==> config.mk <==
export PLATFORM = sky130hd
export DESIGN_NAME = square_matrix_multiply_core
export DESIGN_NICKNAME = d
export VERILOG_FILES = /design/src/smm_pkg.sv /design/src/square_matrix_multiply_core.sv /design/src/smm_mac.sv
export SDC_FILE = /design/constraint.sdc
export NUM_CORES = 2
export LEC_CHECK = 0
export ABC_AREA = 0
export BUFFER_PORTS_ARGS = -buffer_cell sky130_fd_sc_hd__buf_2
export CAP_MARGIN = 20
export CORE_ASPECT_RATIO = 1.1
export CORE_MARGIN = 2
export CORE_UTILIZATION = 57
export DETAILED_ROUTE_END_ITERATION = 7
export MAX_ROUTING_LAYER = met4
export PLACE_DENSITY = 0.76
export SLEW_MARGIN = 20
export SYNTH_ARGS = -nofsm -noshare
export SYNTH_HDL_FRONTEND = slang
export SYNTH_SLANG_ARGS = --single-unit
==> constraint.sdc <==
create_clock -name i_clk -period 6.3 [get_ports i_clk]
set_input_delay 0.315 -clock i_clk [delete_from_list [all_inputs] [get_ports i_clk]]
set_output_delay 0.315 -clock i_clk [all_outputs]
set_load 0.02 [all_outputs]
==> src/smm_pkg.sv <==
// Shared types and constants for the square matrix multiply core.
// Used by smm_mac and square_matrix_multiply_core; depends on nothing.
package smm_pkg;

    localparam int MODE_W    = 2;
    localparam int IDX_W     = 3;
    localparam int VAL_W     = 16;
    localparam int MUL_W     = 2 * VAL_W;
    localparam int PROD_W    = 35;
    localparam int SIZE_W    = 4;
    localparam int DEF_MAX_N = 8;

    localparam logic [SIZE_W-1:0] SIZE_RESET = SIZE_W'(8);

    localparam logic [MODE_W-1:0] MODE_LOAD_A  = 2'd0;
    localparam logic [MODE_W-1:0] MODE_LOAD_B  = 2'd1;
    localparam logic [MODE_W-1:0] MODE_COMPUTE = 2'd2;

    // Control that travels with the operand pair down the MAC pipeline.
    typedef struct packed {
        logic valid;
        logic first;
        logic last;
    } t_mac_ctl;

endpackage

==> src/square_matrix_multiply_core.sv <==
// Square matrix multiply core, C = A * B, signed Q1.15 in, exact Q5.30 out.
// A load request writes one operand element when its row and column lie in the store.
// A compute request emits n*n elements; for each, n operand reads pass in order through
// the read register, the product stage, the accumulator and the ready flag, and the
// element then waits for a free output register while the output stalls.
// Reset clears the sequencer and output valid and sets the size to 8; the operand
// memories are not cleared and must be written before use. Depends on smm_pkg, smm_mac.
module square_matrix_multiply_core #(
    parameter int MAX_N = smm_pkg::DEF_MAX_N
) (
    input  logic                              i_clk,
    input  logic                              i_rst_n,
    input  logic                              i_in_valid,
    output logic                              o_in_stall,
    input  logic [smm_pkg::MODE_W-1:0]        i_mode,
    input  logic [smm_pkg::IDX_W-1:0]         i_row,
    input  logic [smm_pkg::IDX_W-1:0]         i_col,
    input  logic signed [smm_pkg::VAL_W-1:0]  i_value,
    output logic                              o_out_valid,
    input  logic                              i_out_stall,
    output logic [smm_pkg::IDX_W-1:0]         o_out_row,
    output logic [smm_pkg::IDX_W-1:0]         o_out_col,
    output logic signed [smm_pkg::PROD_W-1:0] o_product,
    output logic                              o_last,
    input  logic                              i_cfg_valid,
    output logic                              o_cfg_ready,
    input  logic [smm_pkg::SIZE_W-1:0]        i_matrix_size
);
    import smm_pkg::*;

    localparam int DEPTH = MAX_N * MAX_N;
    localparam int AW    = (DEPTH > 1) ? $clog2(DEPTH) : 1;

    localparam logic [1:0] ST_IDLE = 2'd0;
    localparam logic [1:0] ST_RUN  = 2'd1;
    localparam logic [1:0] ST_WAIT = 2'd2;

    logic [VAL_W-1:0] mem_a [DEPTH];
    logic [VAL_W-1:0] mem_b [DEPTH];

    logic [1:0]              r_state, n_state;
    logic [IDX_W-1:0]        r_i, n_i, r_j, n_j, r_k, n_k;
    logic [SIZE_W-1:0]       r_size;
    logic                    r_acc_ready;
    logic                    r_out_valid;
    logic [IDX_W-1:0]        r_out_row, r_out_col;
    logic signed [PROD_W-1:0] r_out_prod;
    logic                    r_out_last;
    logic signed [VAL_W-1:0] r_a_rd, r_b_rd;
    t_mac_ctl                r_rd_ctl;

    logic [SIZE_W-1:0]        n_use;
    logic [IDX_W-1:0]         n_last_idx;
    logic                     in_acc, load_ok, slot_free, emit, mac_done;
    logic [AW-1:0]            wr_addr, rd_addr_a, rd_addr_b;
    logic signed [PROD_W-1:0] mac_acc;
    t_mac_ctl                 rd_ctl;

    // Size zero acts as one, and anything above the store size is clipped.
    always_comb begin
        if (r_size == '0) begin
            n_use = SIZE_W'(1);
        end else if (r_size > SIZE_W'(MAX_N)) begin
            n_use = SIZE_W'(MAX_N);
        end else begin
            n_use = r_size;
        end
    end
    assign n_last_idx = IDX_W'(n_use - SIZE_W'(1));

    assign o_in_stall  = (r_state != ST_IDLE);
    assign o_cfg_ready = (r_state == ST_IDLE);
    assign in_acc      = i_in_valid && !o_in_stall;
    assign load_ok     = ({1'b0, i_row} < SIZE_W'(MAX_N)) && ({1'b0, i_col} < SIZE_W'(MAX_N));
    assign wr_addr     = AW'(int'(i_row) * MAX_N + int'(i_col));
    assign rd_addr_a   = AW'(int'(r_i) * MAX_N + int'(r_k));
    assign rd_addr_b   = AW'(int'(r_k) * MAX_N + int'(r_j));
    assign slot_free   = !r_out_valid || !i_out_stall;
    assign emit        = (r_state == ST_WAIT) && r_acc_ready && slot_free;

    assign rd_ctl.valid = (r_state == ST_RUN);
    assign rd_ctl.first = (r_k == '0);
    assign rd_ctl.last  = (r_k == n_last_idx);

    always_ff @(posedge i_clk) begin
        if (in_acc && load_ok && i_mode == MODE_LOAD_A) begin
            mem_a[wr_addr] <= i_value;
        end
        if (in_acc && load_ok && i_mode == MODE_LOAD_B) begin
            mem_b[wr_addr] <= i_value;
        end
        r_a_rd <= mem_a[rd_addr_a];
        r_b_rd <= mem_b[rd_addr_b];
    end

    always_comb begin
        n_state = r_state;
        n_i     = r_i;
        n_j     = r_j;
        n_k     = r_k;
        unique case (r_state)
            ST_IDLE: begin
                if (in_acc && i_mode == MODE_COMPUTE) begin
                    n_i     = '0;
                    n_j     = '0;
                    n_k     = '0;
                    n_state = ST_RUN;
                end
            end
            ST_RUN: begin
                if (r_k == n_last_idx) begin
                    n_k     = '0;
                    n_state = ST_WAIT;
                end else begin
                    n_k = r_k + IDX_W'(1);
                end
            end
            ST_WAIT: begin
                if (emit) begin
                    n_state = ST_RUN;
                    if (r_j == n_last_idx) begin
                        n_j = '0;
                        if (r_i == n_last_idx) begin
                            n_i     = '0;
                            n_state = ST_IDLE;
                        end else begin
                            n_i = r_i + IDX_W'(1);
                        end
                    end else begin
                        n_j = r_j + IDX_W'(1);
                    end
                end
            end
            default: begin
                n_state = ST_IDLE;
            end
        endcase
    end

    always_ff @(posedge i_clk) begin
        if (!i_rst_n) begin
            r_state     <= ST_IDLE;
            r_i         <= '0;
            r_j         <= '0;
            r_k         <= '0;
            r_size      <= SIZE_RESET;
            r_acc_ready <= 1'b0;
            r_out_valid <= 1'b0;
            r_rd_ctl    <= '0;
        end else begin
            r_state  <= n_state;
            r_i      <= n_i;
            r_j      <= n_j;
            r_k      <= n_k;
            r_rd_ctl <= rd_ctl;
            if (i_cfg_valid && o_cfg_ready) begin
                r_size <= i_matrix_size;
            end
            if (mac_done) begin
                r_acc_ready <= 1'b1;
            end else if (emit) begin
                r_acc_ready <= 1'b0;
            end
            if (emit) begin
                r_out_valid <= 1'b1;
            end else if (!i_out_stall) begin
                r_out_valid <= 1'b0;
            end
        end
    end

    always_ff @(posedge i_clk) begin
        if (emit) begin
            r_out_row  <= r_i;
            r_out_col  <= r_j;
            r_out_prod <= mac_acc;
            r_out_last <= (r_i == n_last_idx) && (r_j == n_last_idx);
        end
    end

    smm_mac u_mac (
        .i_clk   (i_clk),
        .i_rst_n (i_rst_n),
        .i_ctl   (r_rd_ctl),
        .i_a     (r_a_rd),
        .i_b     (r_b_rd),
        .o_acc   (mac_acc),
        .o_done  (mac_done)
    );

    assign o_out_valid = r_out_valid;
    assign o_out_row   = r_out_row;
    assign o_out_col   = r_out_col;
    assign o_product   = r_out_prod;
    assign o_last      = r_out_last;

    // A finished sum can only appear while the sequencer waits for it.
    a_done_in_wait: assert property (@(posedge i_clk) disable iff (!i_rst_n)
        mac_done |-> r_state == ST_WAIT)
        else $error("accumulator finished outside the wait state");

    // The walk never issues reads while an unconsumed sum is held.
    a_run_no_ready: assert property (@(posedge i_clk) disable iff (!i_rst_n)
        r_state == ST_RUN |-> !r_acc_ready)
        else $error("new dot product started over a pending sum");

    // A new result only enters the output register from the wait state.
    a_rose_from_wait: assert property (@(posedge i_clk) disable iff (!i_rst_n)
        $rose(o_out_valid) |-> $past(r_state) == ST_WAIT)
        else $error("output loaded outside the wait state");

    // The final element of a product always lies on the diagonal.
    a_last_diag: assert property (@(posedge i_clk) disable iff (!i_rst_n)
        o_out_valid && o_last |-> o_out_row == o_out_col)
        else $error("last flag off the diagonal");

endmodule

==> src/smm_mac.sv <==
// Two-stage multiply-accumulate: registered Q2.30 product of Q1.15 operands, then Q5.30 accumulator.
// Depends on smm_pkg for widths and the pipeline control struct.
module smm_mac (
    input  logic                              i_clk,
    input  logic                              i_rst_n,
    input  smm_pkg::t_mac_ctl                 i_ctl,
    input  logic signed [smm_pkg::VAL_W-1:0]  i_a,
    input  logic signed [smm_pkg::VAL_W-1:0]  i_b,
    output logic signed [smm_pkg::PROD_W-1:0] o_acc,
    output logic                              o_done
);
    import smm_pkg::*;

    t_mac_ctl                  r_p_ctl;
    logic signed [MUL_W-1:0]   r_p;
    logic signed [PROD_W-1:0]  r_acc;
    logic                      r_done;

    always_ff @(posedge i_clk) begin
        if (!i_rst_n) begin
            r_p_ctl <= '0;
            r_done  <= 1'b0;
        end else begin
            r_p_ctl <= i_ctl;
            r_done  <= r_p_ctl.valid && r_p_ctl.last;
        end
    end

    always_ff @(posedge i_clk) begin
        r_p <= i_a * i_b;
        if (r_p_ctl.valid) begin
            // The first term of a dot product restarts the sum.
            if (r_p_ctl.first) begin
                r_acc <= PROD_W'(r_p);
            end else begin
                r_acc <= r_acc + PROD_W'(r_p);
            end
        end
    end

    assign o_acc  = r_acc;
    assign o_done = r_done;

endmodule
==> summary.md <==
The starting utilization of the core area came out at 0.5752. The number of I/O port buffers is 77, and the flip-flop and latch count after synthesis is 2213. The number of global-route vias before repair is 48.19k. For the final routed database, the setup TNS stands at 0 ps.

The tool flagged a number of max-cap violations equal to 0. The sequential share of the synthesized area is 0.6929, and the relative contribution of sequential cells to total power is 0.440. Combined buffer and inverter count along the critical path: 6. In the synthesized netlist the dominant register cell turns out to be sky130_fd_sc_hd__edfxtp_1. The count of flip-flops with a built-in enable after synthesis is 2125, and the total count of hold-check failures in the final report is 0.

When the netlist entered floorplanning its net count stood at 5122. For this design the ratio of total power to cell area is 354.9 nW/um^2. The clock skew is 40.06 ps, and the Yosys warning count is 0.

The remaining design rule violation count was 0; the largest net degree at the start of global routing was 148. Once detail routing completed, the nets flagged for antenna violations numbered 0. The switching portion of total power was 0.2744.

The tools report the initial antenna violation count as 37. The first global-routing pass estimated 327.0 mm of wire. The total routing usage reported by global routing came out at 0.2762.

The fraction of registers with async set/reset is 0, and the total global routing overflow is 0. Clock-pin slew was measured on the worst setup and hold paths at 60 ps. The tools report the switching power as 10.31 mW.

The number of filler cells placed in the layout came out at 10.48k. The tools report the worst max-slew margin expressed relative to the limit as 0.2472. Once layout is done, the placed cells without fillers occupy 105900 um^2.

The final core area utilization was 0.6435; the transition time at the pin with the least slew margin was 1129 ps. After the first detailed-routing iteration, the DRC count stood at 5881. Dividing the detail-routed wire length by the instance count gives 29.68 um.

The ratio of final minimum period to clock period was 0.9690. Data arrives at the worst endpoint at 6810 ps. The die outline height came out at 431.4 um. The completed layout was analyzed and its total power is 37.58 mW.

The core region is 164500 um^2. The number of nets in the final layout is 5447. The setup check on the worst reg-to-reg path leaves a slack of 190 ps. The worst setup path is of the reg -> reg kind.

The horizontal die dimension was 392.5 um; the die area was 169300 um^2. The cell at the slowest stage of the critical path is sky130_fd_sc_hd__fa_1. In this run the static leakage power is 34.72 nW. The kind of cell adding the most delay to the critical path is adder cells. No sink is reached through more buffers than the 3 on the longest clock path.

The clock latency on the worst-skew pair was 840 ps. Leaving out fill and tap cells, the most frequent cells in the layout are sky130_fd_sc_hd__edfxtp_1, sky130_fd_sc_hd__mux4_2, sky130_fd_sc_hd__inv_1. The run gives 27.27 mW as the total internal power. The mean area per synthesized cell was 20.11 um^2. The pre-antenna-repair detailed-routing pass consisted of 5 iterations. CTS placed an instance of sky130_fd_sc_hd__clkbuf_16 at the clock tree root.

Clock tree synthesis inserted a total of 205 buffers. The total count of max-transition violations in the final report is 0, and the maximum net fanout on the critical path is 6. Routability-driven placement finished with a final weighted congestion of 0.9023.

STA classifies the critical path endpoint as a register. For this block, the routed nets add up to 221.2 mm of wire. The critical path goes through nand2_1 > inv_1 > fa_1 > inv_1 > fa_1 > inv_1 > fa_1 > inv_1 > fa_2 > fa_1 > fa_1 > inv_1 > ha_2 > a21o_1 > o21bai_1 > a221o_1 > or3_1 > o211ai_1 > buf_4 > a21oi_2 > nand4_1 > a311o_1 > xnor2_1. Excluding fillers, the count of instances in the completed layout stands at 7455.

In this run, distinct cell masters in the synthesized netlist total 67. The sink count of the clock tree was 2213. The logs give 0.328 for the part of the power in the clock network and 0.1638 GHz for the highest clock rate.

The mean number of vias per cell came out at 6.256. VDD sags by at most 0.4015 mV. The run finished with clean final reports. The placed standard-cell area is 98690 um^2.

Setup violations remaining at the end of the flow were counted as 0. The area growth from synthesis to layout is 11.88%. The commonest non-fill, non-tap cell in the layout was sky130_fd_sc_hd__edfxtp_1. The tightest min-delay check is of the in -> reg type.

Across all layers, the routed design uses 46.64k vias. The cell count after synthesis came out at 4705. TritonCTS built the clock tree. In this run the core area contains 156 standard-cell rows.

CTS built an H-tree with a depth of 4. The time the final worst path needs with I/O delays and setup is 6105 ps, and the post-synthesis instance area is 94640 um^2. Counting tap cells, the placed design contains a total of 7002 instances. The top-level I/O count was 78. The largest single stage delay on the critical path is 570 ps. STA classifies the critical path startpoint as a register. Summed over all nets, the half-perimeter wirelength after detailed placement is 129.6 mm. Part of the power in combinational logic: 0.232. The share of post-route cells with drive strength above 1 was 0.2533; the critical path data required time was 7010 ps.
worst register-to-register path, delay by kind of cell, from the launching register on:
kind                     cells  cell delay [ps]
adder cells (fa/ha/maj)      7             3410
AO/OA/AOI/OAI                6             1120
AND/OR/NAND/NOR              3              560
buffers and inverters        6              470
flip-flops                   1              350
XOR/XNOR                     1               70
sequential cells by signal, indices dropped and copies added (netlist names), 4 cells and up:
signal	flops
u_mac.r_p	32
r_b_rd	16
mem_b	1024
o_product	35
r_a_rd	16
r_size	4
mem_a	1024
u_mac.o_acc	35
layer usage:
layer,share of wire,routed length (um),track usage
met1,0.37,81980,0.3688
met2,0.50,109700,0.4319
met3,0.095,21080,0.05202
met4,0.039,8529,0.09874
met5,0,0,-
power groups by stage:
stage               clock network [mW]  logic, mW  registers, mW
floorplan                            0       6.38           16.8
global placement                     0       8.11           16.8
detailed placement                   0       8.32           16.8
CTS                               12.5       8.40           16.5
global route                      13.0       9.87           16.5
finish                            12.3       8.72           16.5
Yosys cell counts (all sizes together), types with 3 or more instances:
cell | number | area (um^2)
o21ai | 56 | 280.3
xnor2 | 49 | 429.2
nor3b | 4 | 30.03
and3 | 5 | 31.28
nand3b | 5 | 37.54
a21o | 36 | 270.3
clkbuf | 136 | 510.5
nor3 | 12 | 65.06
mux4 | 672 | 15130
a211oi | 7 | 57.55
a21oi | 63 | 315.3
nand2 | 209 | 784.5
o21a | 6 | 45.04
xor2 | 28 | 245.2
nand4 | 11 | 68.82
nand3 | 24 | 120.1
o31ai | 4 | 30.03
o2111ai | 4 | 35.03
o21bai | 11 | 82.58
nor2 | 191 | 716.9
inv | 301 | 1130
buf | 76 | 480.5
edfxtp | 2125 | 63810
a221o | 3 | 30.03
nor2b | 7 | 43.79
ha | 121 | 1514
fa | 263 | 5265
nand2b | 16 | 100.1
and4 | 4 | 35.03
o211ai | 7 | 57.55
and2 | 122 | 763.2
a31oi | 5 | 31.28
dfxtp | 88 | 1762
final cells by class:
| type | instances | area (um^2) | share of cell area |
|---|---|---|---|
| timing repair buffer | 330 | 2551 | 0.02409 |
| clock inverter | 122 | 1229 | 0.01160 |
| antenna | 44 | 110.1 | 0.001040 |
| sequential | 2213 | 65620 | 0.6197 |
| multi-input combinational | 1978 | 27050 | 0.2555 |
| clock buffer | 254 | 5420 | 0.05119 |
| tap | 2212 | 2768 | 0.02614 |
| inverter | 302 | 1136 | 0.01073 |
repair_timing:
item	CTS	global route
endpoints found under the setup margin	0	7
gates resized for setup	0	26
hold buffers	28	0
buffers inserted	0	4
hold endpoints to repair	597	0
kinds of logic (layout without fill, tap and decap cells):
group / Yosys count / count (layout) / share of synthesized area
fa+ha+maj: 384 / 384 / 0.07163
simple gates: 617 / 617 / 0.03005
mux: 676 / 676 / 0.1604
flops: 2213 / 2213 / 0.6929
compound gates: 224 / 224 / 0.01548
other cells: 0 / 44 / 0
xor+xnor: 77 / 77 / 0.007126
buf+inv: 514 / 1008 / 0.02245
final timing paths:
path | start | endpoint | cells past startpoint
min | i_in_valid | r_k[0]$_SDFFE_PN0P_ | 6
max | r_b_rd[1]$_DFF_P_ | u_mac.r_p[31]$_DFF_P_ | 23
max reg2reg | r_b_rd[1]$_DFF_P_ | u_mac.r_p[31]$_DFF_P_ | 23
min reg2reg | r_rd_ctl[1]$_SDFF_PN0_ | u_mac.r_p_ctl[1]$_SDFF_PN0_ | 1
through the flow:
| stage | hold slack (ps) | setup slack, ps |
|---|---|---|
| 4_1_cts | 15.25 | 37.09 |
| 5_1_grt | 76.85 | -27.54 |
| 2_1_floorplan | 386.8 | 291.8 |
| 3_3_place_gp | 422.3 | 165.8 |
| 6_report | 61.01 | 195.0 |
| 3_5_place_dp | 423.2 | 64.77 |
No activity file was read; power rests on OpenSTA's default activity.
